--- config.mk ---
export PLATFORM = sky130hd
export DESIGN_NAME = dns_wire_name_to_text
export DESIGN_NICKNAME = d
export VERILOG_FILES = /design/src/rtl/dnsw_pkg.sv /design/src/rtl/dnsw_front.sv /design/src/rtl/dnsw_fifo.sv /design/src/rtl/dnsw_back.sv /design/src/rtl/dns_wire_name_to_text.sv
export SDC_FILE = /design/constraint.sdc
export NUM_CORES = 1
export LEC_CHECK = 0
export ABC_AREA = 1
export BUFFER_PORTS_ARGS = -buffer_cell sky130_fd_sc_hd__buf_2
export CAP_MARGIN = 10
export CORE_MARGIN = 5
export CORE_UTILIZATION = 45
export CTS_CLUSTER_DIAMETER = 200
export DETAILED_ROUTE_END_ITERATION = 6
export GPL_ROUTABILITY_DRIVEN = 0
export HOLD_SLACK_MARGIN = 0.12
export PLACE_DENSITY = 0.59
export SETUP_SLACK_MARGIN = 0.15
export SLEW_MARGIN = 20
export SYNTH_ARGS = -nofsm -noshare
export SYNTH_HDL_FRONTEND = slang
export SYNTH_SLANG_ARGS = --single-unit
--- constraint.sdc ---
create_clock -name clk -period 6 [get_ports clk]
set_clock_uncertainty 0.2 [all_clocks]
set_input_delay 0.3 -clock clk [delete_from_list [all_inputs] [get_ports clk]]
set_output_delay 0.3 -clock clk [all_outputs]
set_load 0.02 [all_outputs]
--- src/rtl/dnsw_pkg.sv ---
// ----------------------------------------------------------------------------
// dnsw_pkg
// Types, codes and helper functions shared by the wire-name-to-text decoder.
// ----------------------------------------------------------------------------
package dnsw_pkg;

	localparam int LIMIT_WIDTH = 10;
	localparam int LEN_WIDTH   = 10;
	localparam int FIFO_DEPTH  = 4;
	localparam int FIFO_AW     = $clog2(FIFO_DEPTH);
	localparam int ESC_ROOM    = 5;

	localparam logic [LIMIT_WIDTH-1:0] LIMIT_RESET = 10'd490;

	localparam logic [1:0] KIND_CHAR  = 2'd0;
	localparam logic [1:0] KIND_DONE  = 2'd1;
	localparam logic [1:0] KIND_ERROR = 2'd2;

	localparam logic [7:0] CH_OPEN  = 8'h7b;
	localparam logic [7:0] CH_CLOSE = 8'h7d;
	localparam logic [7:0] CH_DOT   = 8'h2e;

	typedef enum logic [1:0] {
		OP_DONE,
		OP_ERROR,
		OP_SAFE,
		OP_ESC
	} op_t;

	typedef enum logic [1:0] {
		TAIL_NONE,
		TAIL_DOT,
		TAIL_ERR
	} tail_t;

	typedef struct packed {
		logic [7:0] wire_byte;
		logic       first_byte;
	} in_item_t;

	typedef struct packed {
		logic [7:0]           out_char;
		logic [1:0]           kind;
		logic [LEN_WIDTH-1:0] name_length;
		logic                 last;
	} out_item_t;

	typedef struct packed {
		op_t                  op;
		tail_t                tail;
		logic [7:0]           data;
		logic [LEN_WIDTH-1:0] name_length;
	} cmd_t;

	function automatic logic [7:0] hex_digit(input logic [3:0] v);
		logic [7:0] r;
		if (v < 4'd10) begin
			r = 8'h30 + {4'd0, v};
		end else begin
			r = 8'h61 + {4'd0, v - 4'd10};
		end
		return r;
	endfunction

	function automatic logic is_safe(input logic [7:0] b);
		return (b >= 8'h30 && b <= 8'h39) || (b >= 8'h61 && b <= 8'h7a) ||
		       (b >= 8'h41 && b <= 8'h5a) || b == 8'h2d || b == 8'h5f;
	endfunction

endpackage

--- src/rtl/dnsw_front.sv ---
// ----------------------------------------------------------------------------
// dnsw_front
// Accepts wire bytes, tracks label and position state, and classifies each
// byte into at most one decode command for the back end.
// ----------------------------------------------------------------------------
module dnsw_front #(
	parameter int POSITION_WIDTH = 10
) (
	input  logic                              clk,
	input  logic                              arst_n,
	input  logic                              cfg_we,
	input  logic [dnsw_pkg::LIMIT_WIDTH-1:0]  cfg_data,
	input  logic                              in_valid,
	output logic                              in_ready,
	input  dnsw_pkg::in_item_t                in_item,
	input  logic                              q_full,
	output logic                              q_push,
	output dnsw_pkg::cmd_t                    q_cmd
);

	localparam int CW = ((POSITION_WIDTH > dnsw_pkg::LIMIT_WIDTH) ?
		POSITION_WIDTH : dnsw_pkg::LIMIT_WIDTH) + 1;

	logic [dnsw_pkg::LIMIT_WIDTH-1:0] output_limit_q;
	logic [6:0]                       label_remaining_q;
	logic [POSITION_WIDTH-1:0]        input_position_q;
	logic [POSITION_WIDTH-1:0]        output_position_q;
	logic                             name_active_q;

	logic [6:0]                lr, lr_n;
	logic [POSITION_WIDTH-1:0] ip, ip_n, op, op_n;
	logic                      active, active_n;
	logic [CW-1:0]             lim_w;
	logic                      accept;
	logic                      gen;
	dnsw_pkg::cmd_t            cmd;

	assign in_ready = !q_full;
	assign accept   = in_valid && in_ready;
	assign lim_w    = CW'(output_limit_q);

	always_comb begin
		lr       = in_item.first_byte ? 7'd0 : label_remaining_q;
		ip       = in_item.first_byte ? '0 : input_position_q;
		op       = in_item.first_byte ? '0 : output_position_q;
		active   = in_item.first_byte || name_active_q;
		lr_n     = lr;
		ip_n     = ip;
		op_n     = op;
		active_n = active;
		gen      = 1'b0;
		cmd      = '{op: dnsw_pkg::OP_ERROR, tail: dnsw_pkg::TAIL_NONE,
			data: in_item.wire_byte, name_length: '0};
		if (active) begin
			if (lr == 7'd0) begin
				if (in_item.wire_byte == 8'd0 || in_item.wire_byte[7]) begin
					gen      = 1'b1;
					active_n = 1'b0;
					if (CW'(op) >= lim_w) begin
						cmd.op = dnsw_pkg::OP_ERROR;
					end else begin
						cmd.op          = dnsw_pkg::OP_DONE;
						cmd.name_length = dnsw_pkg::LEN_WIDTH'(ip);
					end
				end else begin
					lr_n = in_item.wire_byte[6:0];
				end
			end else if (CW'(ip) >= lim_w || CW'(op) >= lim_w) begin
				gen      = 1'b1;
				active_n = 1'b0;
				cmd.op   = dnsw_pkg::OP_ERROR;
			end else begin
				gen  = 1'b1;
				ip_n = ip + 1'b1;
				if (dnsw_pkg::is_safe(in_item.wire_byte)) begin
					cmd.op = dnsw_pkg::OP_SAFE;
					op_n   = op + 1'b1;
				end else if (CW'(op) + CW'(dnsw_pkg::ESC_ROOM) >= lim_w) begin
					cmd.op   = dnsw_pkg::OP_ERROR;
					active_n = 1'b0;
				end else begin
					cmd.op = dnsw_pkg::OP_ESC;
					op_n   = op + POSITION_WIDTH'(4);
				end
				if (cmd.op != dnsw_pkg::OP_ERROR) begin
					lr_n = lr - 7'd1;
					if (lr_n == 7'd0) begin
						ip_n = ip + POSITION_WIDTH'(2);
						if (CW'(op_n) >= lim_w) begin
							cmd.tail = dnsw_pkg::TAIL_ERR;
							active_n = 1'b0;
						end else begin
							cmd.tail = dnsw_pkg::TAIL_DOT;
							op_n     = op_n + 1'b1;
						end
					end
				end
			end
		end
	end

	assign q_push = accept && gen;
	assign q_cmd  = cmd;

	always_ff @(posedge clk or negedge arst_n) begin
		if (!arst_n) begin
			output_limit_q    <= dnsw_pkg::LIMIT_RESET;
			label_remaining_q <= '0;
			input_position_q  <= '0;
			output_position_q <= '0;
			name_active_q     <= 1'b0;
		end else begin
			if (cfg_we) begin
				output_limit_q <= cfg_data;
			end
			if (accept) begin
				label_remaining_q <= lr_n;
				input_position_q  <= ip_n;
				output_position_q <= op_n;
				name_active_q     <= active_n;
			end
		end
	end

endmodule

--- src/rtl/dnsw_fifo.sv ---
// ----------------------------------------------------------------------------
// dnsw_fifo
// Short command queue between the classifier and the character sequencer.
// ----------------------------------------------------------------------------
module dnsw_fifo (
	input  logic           clk,
	input  logic           arst_n,
	input  logic           push,
	input  dnsw_pkg::cmd_t push_cmd,
	input  logic           pop,
	output dnsw_pkg::cmd_t head,
	output logic           full,
	output logic           empty
);

	dnsw_pkg::cmd_t                 mem [dnsw_pkg::FIFO_DEPTH];
	logic [dnsw_pkg::FIFO_AW-1:0]   wr_ptr_q, rd_ptr_q;
	logic [dnsw_pkg::FIFO_AW:0]     count_q;

	assign full  = count_q == (dnsw_pkg::FIFO_AW+1)'(dnsw_pkg::FIFO_DEPTH);
	assign empty = count_q == '0;
	assign head  = mem[rd_ptr_q];

	always_ff @(posedge clk) begin
		if (push) begin
			mem[wr_ptr_q] <= push_cmd;
		end
	end

	always_ff @(posedge clk or negedge arst_n) begin
		if (!arst_n) begin
			wr_ptr_q <= '0;
			rd_ptr_q <= '0;
			count_q  <= '0;
		end else begin
			if (push) begin
				wr_ptr_q <= wr_ptr_q + 1'b1;
			end
			if (pop) begin
				rd_ptr_q <= rd_ptr_q + 1'b1;
			end
			case ({push, pop})
				2'b10:   count_q <= count_q + 1'b1;
				2'b01:   count_q <= count_q - 1'b1;
				default: count_q <= count_q;
			endcase
		end
	end

	a_no_overflow: assert property (@(posedge clk) disable iff (!arst_n)
		full |-> !push) else $error("push into full queue");
	a_no_underflow: assert property (@(posedge clk) disable iff (!arst_n)
		empty |-> !pop) else $error("pop from empty queue");

endmodule

--- src/rtl/dnsw_back.sv ---
// ----------------------------------------------------------------------------
// dnsw_back
// Expands each queued command into its text characters or end result, one
// per cycle while the output is not stalled, into a registered output stage.
// ----------------------------------------------------------------------------
module dnsw_back (
	input  logic                clk,
	input  logic                arst_n,
	input  dnsw_pkg::cmd_t      head,
	input  logic                q_empty,
	output logic                q_pop,
	output logic                out_valid,
	input  logic                out_ready,
	output dnsw_pkg::out_item_t out_item
);

	logic [2:0]          step_q;
	logic [2:0]          body_n, total_n;
	logic                advance, is_last;
	logic                out_valid_q;
	dnsw_pkg::out_item_t out_q;
	dnsw_pkg::out_item_t res;

	always_comb begin
		case (head.op)
			dnsw_pkg::OP_ESC: body_n = 3'd4;
			default:          body_n = 3'd1;
		endcase
		total_n = body_n + {2'd0, head.tail != dnsw_pkg::TAIL_NONE};
		is_last = step_q == total_n - 3'd1;
		res      = '0;
		res.last = is_last;
		case (head.op)
			dnsw_pkg::OP_DONE: begin
				res.kind        = dnsw_pkg::KIND_DONE;
				res.name_length = head.name_length;
			end
			dnsw_pkg::OP_ERROR: begin
				res.kind = dnsw_pkg::KIND_ERROR;
			end
			default: begin
				if (step_q == body_n) begin
					if (head.tail == dnsw_pkg::TAIL_ERR) begin
						res.kind = dnsw_pkg::KIND_ERROR;
					end else begin
						res.out_char = dnsw_pkg::CH_DOT;
					end
				end else if (head.op == dnsw_pkg::OP_SAFE) begin
					res.out_char = head.data;
				end else begin
					case (step_q)
						3'd0:    res.out_char = dnsw_pkg::CH_OPEN;
						3'd1:    res.out_char = dnsw_pkg::hex_digit(head.data[7:4]);
						3'd2:    res.out_char = dnsw_pkg::hex_digit(head.data[3:0]);
						default: res.out_char = dnsw_pkg::CH_CLOSE;
					endcase
				end
			end
		endcase
	end

	assign advance   = !q_empty && (!out_valid_q || out_ready);
	assign q_pop     = advance && is_last;
	assign out_valid = out_valid_q;
	assign out_item  = out_q;

	always_ff @(posedge clk) begin
		if (advance) begin
			out_q <= res;
		end
	end

	always_ff @(posedge clk or negedge arst_n) begin
		if (!arst_n) begin
			step_q      <= '0;
			out_valid_q <= 1'b0;
		end else begin
			if (advance) begin
				step_q      <= is_last ? 3'd0 : step_q + 3'd1;
				out_valid_q <= 1'b1;
			end else if (out_ready) begin
				out_valid_q <= 1'b0;
			end
		end
	end

	a_step_range: assert property (@(posedge clk) disable iff (!arst_n)
		step_q <= 3'd4) else $error("sequencer step out of range");
	a_step_needs_cmd: assert property (@(posedge clk) disable iff (!arst_n)
		step_q != 3'd0 |-> !q_empty) else $error("mid-command with empty queue");

endmodule

--- src/rtl/dns_wire_name_to_text.sv ---
// ----------------------------------------------------------------------------
// dns_wire_name_to_text
// Decodes a DNS wire-format name, one byte per input transaction, into its
// text form, one character (or done / error result) per output transaction.
// ----------------------------------------------------------------------------
// Usage:
//   in_valid/in_ready/in_item carry wire bytes; first_byte marks the first
//   length byte of a name. out_valid/out_ready/out_item carry results; last
//   flags the final result caused by one input byte. cfg_we/cfg_data write
//   the output limit; the user must write it only while the block is idle,
//   which the block itself does not enforce. A byte's command is queued,
//   then the sequencer loads its results into the output register.
//   Throughput: one result per cycle out of the sequencer while the output
//   is not stalled; a byte yields zero to five results. A four-entry command
//   queue lets the input take one byte per cycle while it is not full.
//   When the receiver stalls, the output register holds its result and the
//   queue fills; in_ready drops once it is full.
//   Reset clears the name state and the queue and sets the limit to 490.
// ----------------------------------------------------------------------------
module dns_wire_name_to_text #(
	parameter int POSITION_WIDTH = 10
) (
	input  logic                              clk,
	input  logic                              arst_n,
	input  logic                              cfg_we,
	input  logic [dnsw_pkg::LIMIT_WIDTH-1:0]  cfg_data,
	input  logic                              in_valid,
	output logic                              in_ready,
	input  dnsw_pkg::in_item_t                in_item,
	output logic                              out_valid,
	input  logic                              out_ready,
	output dnsw_pkg::out_item_t               out_item
);

	logic           q_push, q_pop, q_full, q_empty;
	dnsw_pkg::cmd_t q_cmd, q_head;

	dnsw_front #(
		.POSITION_WIDTH(POSITION_WIDTH)
	) u_front (
		.clk      (clk),
		.arst_n   (arst_n),
		.cfg_we   (cfg_we),
		.cfg_data (cfg_data),
		.in_valid (in_valid),
		.in_ready (in_ready),
		.in_item  (in_item),
		.q_full   (q_full),
		.q_push   (q_push),
		.q_cmd    (q_cmd)
	);

	dnsw_fifo u_fifo (
		.clk      (clk),
		.arst_n   (arst_n),
		.push     (q_push),
		.push_cmd (q_cmd),
		.pop      (q_pop),
		.head     (q_head),
		.full     (q_full),
		.empty    (q_empty)
	);

	dnsw_back u_back (
		.clk       (clk),
		.arst_n    (arst_n),
		.head      (q_head),
		.q_empty   (q_empty),
		.q_pop     (q_pop),
		.out_valid (out_valid),
		.out_ready (out_ready),
		.out_item  (out_item)
	);

endmodule
* Word level (Yosys, flattened, before mapping) *
Memories as Yosys holds them, arrays and structs flattened.
Index checks and enable logic that the tools add are counted.
Widths: inputs -> output; s select.

storage, ports and cells
  flip-flop bits (word level) = 70
  bits in latches = 0
  bits in writable memories = 88
  memory bits (read-only) = 0
  output and inout port bits = 23
  logic and storage cells = 160
  memories kept = 1

cells by class
  add/sub/neg operators = 20
  multiply operators = 0
  div/mod/pow operators = 0
  order comparisons = 12
  equality and inequality tests = 14
  shifts and indexed selects = 0
  multiplexer cells = 71
  bitwise gates (word level) = 0
  reductions and logical operators = 28

memory list
  memory      words  bits a word  read ports  clocked after Yosys merged registers in  write ports  RTL line         text
  u_fifo.mem  4      22           1           0                                        1            dnsw_fifo.sv:16  dnsw_pkg::cmd_t mem [dnsw_pkg::FIFO_DEPTH];

operators with widths
  kind                   count
  $mux 10                22
  $mux 7                 6
  $mux 8                 4
  $add 10x1->10 const B  3
  $ge 10x10->1           3
  $mux 2                 15
  $pmux 8 s3             1
  $mux 1                 17
  $add 7x4->8 const A    2
  $ge 8x7->1 const B     2
  $le 8x7->1 const B     2
  $add 6x4->7 const A    2
  $logic_not 7->1        2
  $add 10x3->11 const B  1
  $ge 11x10->1           1
  $add 10x2->10 const B  1
  $add 10x3->10 const B  1
  $eq 2x2->1 const B     4
  $eq 8x6->1 const B     1
  $eq 8x7->1 const B     1
  $ge 8x6->1 const B     1
  $le 8x6->1 const B     1
  $logic_not 8->1        1
  $logic_or 1x1->1       8
  other kinds (24)       43

* Longest topological paths before layout *
  depth after elaboration = 17
  depth in mapped cells = 36
  mapped depth without buffers = 35

* Cells and area by module *
From an unflattened synthesis, not the netlist that was laid out.

unflattened totals
  cell total of the unflattened synthesis = 1,177
  area total of the unflattened synthesis = 10,281.1 um^2

modules (own cells, without submodules)
  module      instances  cells an instance  area an instance (um^2)  sequential area each (um^2)
  dnsw_front  1          677                4,623.2                  958.4
  dnsw_fifo   1          305                4,057.6                  2,817.7
  dnsw_back   1          195                1,600.3                  730.7

* Worst setup path after synthesis *
Ideal clock, no wire load.

  path type = input-to-reg
  start = input port in_item[0] in the netlist's numbering
  end = register u_front.output_position_q[3]
  setup time = 0.121 ns
  arrival time = 4.004 ns
  slack = 1.675 ns
  stages on the path = 32
  path through = buf_6 > nor2_4 > inv_1 > nor2_2 > inv_1 > nand2_1 > nand2_1 > nor3_1 > xor2_1 > ha_1 > a21o_1 > a21oi_1 > nand3_1 > nor2_2 > nand2_1 > o21ai_0 > nand2_1 > o21ai_0 > inv_1 > ha_1 > a21oi_1 > o21a_1 > nand3_1 > nor2_1 > inv_1 > nor2_8 > inv_2 > nor2_4 > xor2_1 > nand2_1 > nand2_1 > o21ai_1

on the way
  cells in the longest elaborated chain, start to end = 15
  elaborated cells between the ends (all ways) = 33
  those cells by class = add/sub: 5; order compare: 4; eq/ne: 1; mux: 19; reduce/logical: 4

ends and longest elaborated chain
  what                                           RTL line                            text
  start, declared                                dns_wire_name_to_text.sv:29         input dnsw_pkg::in_item_t in_item,
  $mux 10                                        dnsw_front.sv:45                    op = in_item.first_byte ? '0 : output_position_q;
  $add 10x3->11                                  dnsw_front.sv:78                    end else if (CW'(op) + CW'(dnsw_pkg::ESC_ROOM) >= lim_w) begin
  $ge 11x10->1                                   dnsw_front.sv:78
  $mux 10                                        dnsw_front.sv:78
  $mux 10                                        dnsw_front.sv:75                    if (dnsw_pkg::is_safe(in_item.wire_byte)) begin
  $mux 10                                        dnsw_front.sv:68                    end else if (CW'(ip) >= lim_w || CW'(op) >= lim_w) begin
  $mux 10                                        dnsw_front.sv:55                    if (lr == 7'd0) begin
  $mux 10                                        dnsw_front.sv:54                    if (active) begin
  $add 10x1->10 or $ge 10x10->1 (tied branches)  dnsw_front.sv:94, dnsw_front.sv:89
  $mux 10                                        dnsw_front.sv:89                    if (CW'(op_n) >= lim_w) begin
  $mux 10                                        dnsw_front.sv:87                    if (lr_n == 7'd0) begin
  $mux 10                                        dnsw_front.sv:85                    if (cmd.op != dnsw_pkg::OP_ERROR) begin
  $mux 10                                        dnsw_front.sv:68
  $mux 10                                        dnsw_front.sv:55
  $mux 10 *                                      dnsw_front.sv:54
  end signal, assigned                           dnsw_front.sv:119                   output_position_q <= op_n;
  end, declared                                  dnsw_front.sv:27                    logic [POSITION_WIDTH-1:0] output_position_q;

Every way passes the cells marked *; elsewhere a longest branch is shown, timed or not. The select of a mux whose other input is x is not followed.
A chain may end at the register's enable or synchronous reset.

* Worst setup path after layout *
  start = register u_front.output_position_q[1]
  end = register u_front.output_position_q[8]

on the way
  cells in the longest elaborated chain, start to end = 15
  elaborated cells between the ends (all ways) = 26
  those cells by class = add/sub: 4; order compare: 3; eq/ne: 1; mux: 17; reduce/logical: 1

ends and longest elaborated chain
  what                                           RTL line
  $mux 10 *                                      dnsw_front.sv:45
  $add 10x3->11                                  dnsw_front.sv:78
  $ge 11x10->1                                   dnsw_front.sv:78
  $mux 10                                        dnsw_front.sv:78
  $mux 10                                        dnsw_front.sv:75
  $mux 10                                        dnsw_front.sv:68
  $mux 10                                        dnsw_front.sv:55
  $mux 10                                        dnsw_front.sv:54
  $add 10x1->10 or $ge 10x10->1 (tied branches)  dnsw_front.sv:94, dnsw_front.sv:89
  $mux 10                                        dnsw_front.sv:89
  $mux 10                                        dnsw_front.sv:87
  $mux 10                                        dnsw_front.sv:85
  $mux 10 *                                      dnsw_front.sv:68
  $mux 10 *                                      dnsw_front.sv:55
  $mux 10 *                                      dnsw_front.sv:54

Marks and branches as above.

==> flow_summary.ini <==
[outcome]
status = completed

[clock_network]
cts.clk_slew.worst_paths_ns = 0.08
cts_tree = yes
numClockSinks = 158
post_cts_resize_count = 0
cts_made_buffers = 17
postCtsSetupRepairBufs = 0
cts-htree-levels = 4
clock_path_buffers = 2
clock_tree.root_cell = sky130_fd_sc_hd__clkbuf_16
postCtsHoldBufs = 38
insertion_delay_ns = 0.44

[setup_path]
start_kind = flip-flop
slowest_delay_ns = 0.37
timing.setup.critical_path_class = flip-flop to flip-flop
required_ns = 6.13
crit_fanout = 9
r2r_setup_slack_ns = 0.97
endpoint_kind = flip-flop
critPathArrivalTime_ns = 5.16
critical-path-top-cell-by-count = sky130_fd_sc_hd__nand2_1
slowest_stage = sky130_fd_sc_hd__dfrtp_1
worstReg2RegStart = u_front.output_position_q[1]
worst_setup_path_startpoint = u_front.output_position_q[1]

[sta]
timing.slew.headroom = 0.3372
period_needed_ns = 5.027
final-max-slew-violation-count = 0
hold-worst-slack_ns = 0.1476
fin_tns_setup_ns = 0
max_freq_mhz = 198.9
timing_worst_slew_pin_value_ns = 0.9931
finalCritPeriodShare = 0.8378
grt_setup_unrepaired = no
setup_ws_ns = 0.9729
timing.final.hold_violations = 0
setup_viol = 0

[floorplanning]
design.die.area_sq_um = 24440
floorplan.rows = 53
chipWidth_um = 156.3
pin_count = 47
core_area_sq_um = 21090
initial_utilization = 0.4570
height_of_the_die_um = 156.3

[logic_synthesis]
avgSynthCellArea_sq_um = 8.574
asyncSetResetFlopFracSynth = 0.3101
synth.top_cells.by_area = sky130_fd_sc_hd__edfxtp_1 34%, sky130_fd_sc_hd__dfrtp_1 11%, sky130_fd_sc_hd__nand2_1 9.5%
syn_inst = 1124
synth_edf_count = 109
postSynthNetCount = 1211
sequential_element_share_of_the_synthesized_area = 0.4677
synth_top_area_frac = 0.3397
dominant_cell_type_by_area_after_synthesis = sky130_fd_sc_hd__edfxtp_1
yosysWarningCount = 0
postSynthRegisterBits = 158
mappedNetlistArea_sq_um = 9637
synth.lib_cells_used.distinct = 57
ys_dominant_reg_cell = sky130_fd_sc_hd__edfxtp_1

[power]
power_mw = 5.363
switch_pwr_mw = 2.417
power_switching_share = 0.4507
cellInternalPower_mw = 2.945
p_per_area_nw_per_um2 = 480.4
vdd.ir_drop.worst_uv = 217.7
power.leakage_nw = 4.997
combPwrFrac = 0.493
power.share.sequential = 0.307
power.share.clock = 0.200

[cells_and_area]
layout_common_cells = 244 x sky130_fd_sc_hd__nand2_1, 136 x sky130_fd_sc_hd__inv_1, 120 x sky130_fd_sc_hd__nor2_1, 109 x sky130_fd_sc_hd__edfxtp_1, 81 x sky130_fd_sc_hd__o21ai_0
design.final.nets = 1300
final_cell_count_no_fill = 1501
layout.cells.most_common = sky130_fd_sc_hd__nand2_1
final_layout_size_suffix_gt1_frac = 0.1175
area_taken_by_flip_flops_and_latches_sq_um = 4507
areaGrowthSynthToFinish_pct = 15.83
final.fill_count = 2010
postLayoutCoreUtil = 0.5293
multi_input_area_sq_um = 4468
finish.instance_area_sq_um = 11160
n_antenna_cell = 0

[route]
drt_drc_violations_left = 0
detailed_route_wirelength_on_metal3_um = 930
number_of_optimization_iterations_in_the_first_detailed_route_pass = 6
vias = 7888
drt_iter0_drc = 531
route.top_layer_used = met4
wl_met1_um = 10760
avgRoutedWirePerCell_um = 16.13
vias_per_cell = 5.255
routed_wl_um = 24210
ant_nets = 0
met2WireLength_um = 12020

[job]
drv_cap = 0

[global_routing]
antenna_found_initial = 0
via_count_of_the_first_global_routing_pass = 7519
grt_first_pass_wirelength_um = 39510
grt_max_degree = 50
residual_overflow_from_global_routing = 0
gr-usage-all-layers = 0.2034

[hold_path]
worstHoldStart = cfg_we
holdCritPathClass = input pin to flip-flop

[place]
detailed_place_hpwl_um = 17080
placement_stage_cell_area_sq_um = 10180
place.port_buffers = 46
dpl_worst_slack_ns = 0.7433
dpl.cell_count = 1431
[sequential cells by signal, summed over array words and instances (netlist names)]
signal / cells
u_fifo.rd_ptr_q: 2
u_front.output_limit_q: 10
u_front.label_remaining_q: 7
u_front.name_active_q: 1
u_fifo.count_q: 3
u_fifo.mem: 88
u_back.step_q: 3
u_back.out_valid: 1
u_front.output_position_q: 10
u_back.out_item: 21
u_fifo.wr_ptr_q: 2
u_front.input_position_q: 10
[cells in the mapped netlist, types with 13 or more instances]
cell and instances:
sky130_fd_sc_hd__nand2_1 244, sky130_fd_sc_hd__a21oi_1 63, sky130_fd_sc_hd__o211ai_1 15, sky130_fd_sc_hd__ha_1 62, sky130_fd_sc_hd__edfxtp_1 109, sky130_fd_sc_hd__dfrtp_1 43
sky130_fd_sc_hd__xor2_1 23, sky130_fd_sc_hd__o21ai_0 81, sky130_fd_sc_hd__nand4_1 13, sky130_fd_sc_hd__nor2_1 124, sky130_fd_sc_hd__nand3_1 56, sky130_fd_sc_hd__nor3_1 15
sky130_fd_sc_hd__inv_1 136
[final timing paths]
| path | end | depth (start not counted) |
|---|---|---|
| worst max-delay path | u_front.output_position_q[8] | 34 |
| worst min-delay path | u_front.output_limit_q[0] | 2 |
| worst max register to register | u_front.output_position_q[8] | 34 |
| worst min register to register | u_fifo.count_q[0] | 1 |
| max in group asynchronous | u_front.input_position_q[2] | 3 |
| min in group asynchronous | u_front.output_position_q[5] | 3 |
[power by group through the flow]
| stage | registers, mW | clock network (mW) | logic, mW |
|---|---|---|---|
| 2_1_floorplan | 1.75 | 0 | 1.84 |
| 3_3_place_gp | 1.66 | 0 | 2.59 |
| 3_5_place_dp | 1.66 | 0 | 2.62 |
| 4_1_cts | 1.65 | 1.10 | 2.65 |
| 5_1_grt | 1.67 | 1.15 | 2.97 |
| 6_report | 1.65 | 1.07 | 2.64 |
[metal layers]
layer / vias up / global-route usage
li1: 3966 / -
met1: 3675 / 0.2636
met2: 205 / 0.3540
met3: 42 / 0.03153
met4: 0 / 0.05785
met5: - / 0
[layout make-up]
class | instances | area share
inverters | 144 | 0.04887
clock inverters | 15 | 0.01536
well taps | 275 | 0.03083
clock buffers | 17 | 0.03811
multi-input cells | 796 | 0.4003
flip-flops and latches | 158 | 0.4038
repair buffers | 96 | 0.06277
[logic make-up (layout without fill, tap and decap cells)]
| family | after synthesis | count (layout) | synth area share |
|---|---|---|---|
| AO/OA/AOI/OAI | 204 | 204 | 0.1233 |
| XOR/XNOR | 33 | 33 | 0.02999 |
| adder cells (fa/ha/maj) | 63 | 63 | 0.08258 |
| buffers and inverters | 170 | 272 | 0.07037 |
| flip-flops | 158 | 158 | 0.4677 |
| multiplexers | 1 | 1 | 0.001168 |
| AND/OR/NAND/NOR | 495 | 495 | 0.2249 |
[critical path, delay by kind of cell (launching register included)]
| family | cells | cell delay (ns) |
|---|---|---|
| xor+xnor | 1 | 0.19 |
| buf+inv | 5 | 0.53 |
| simple gates | 21 | 2.47 |
| flops | 1 | 0.37 |
| compound gates | 5 | 0.61 |
| fa+ha+maj | 2 | 0.58 |
Power figures use the tool's default switching activity.
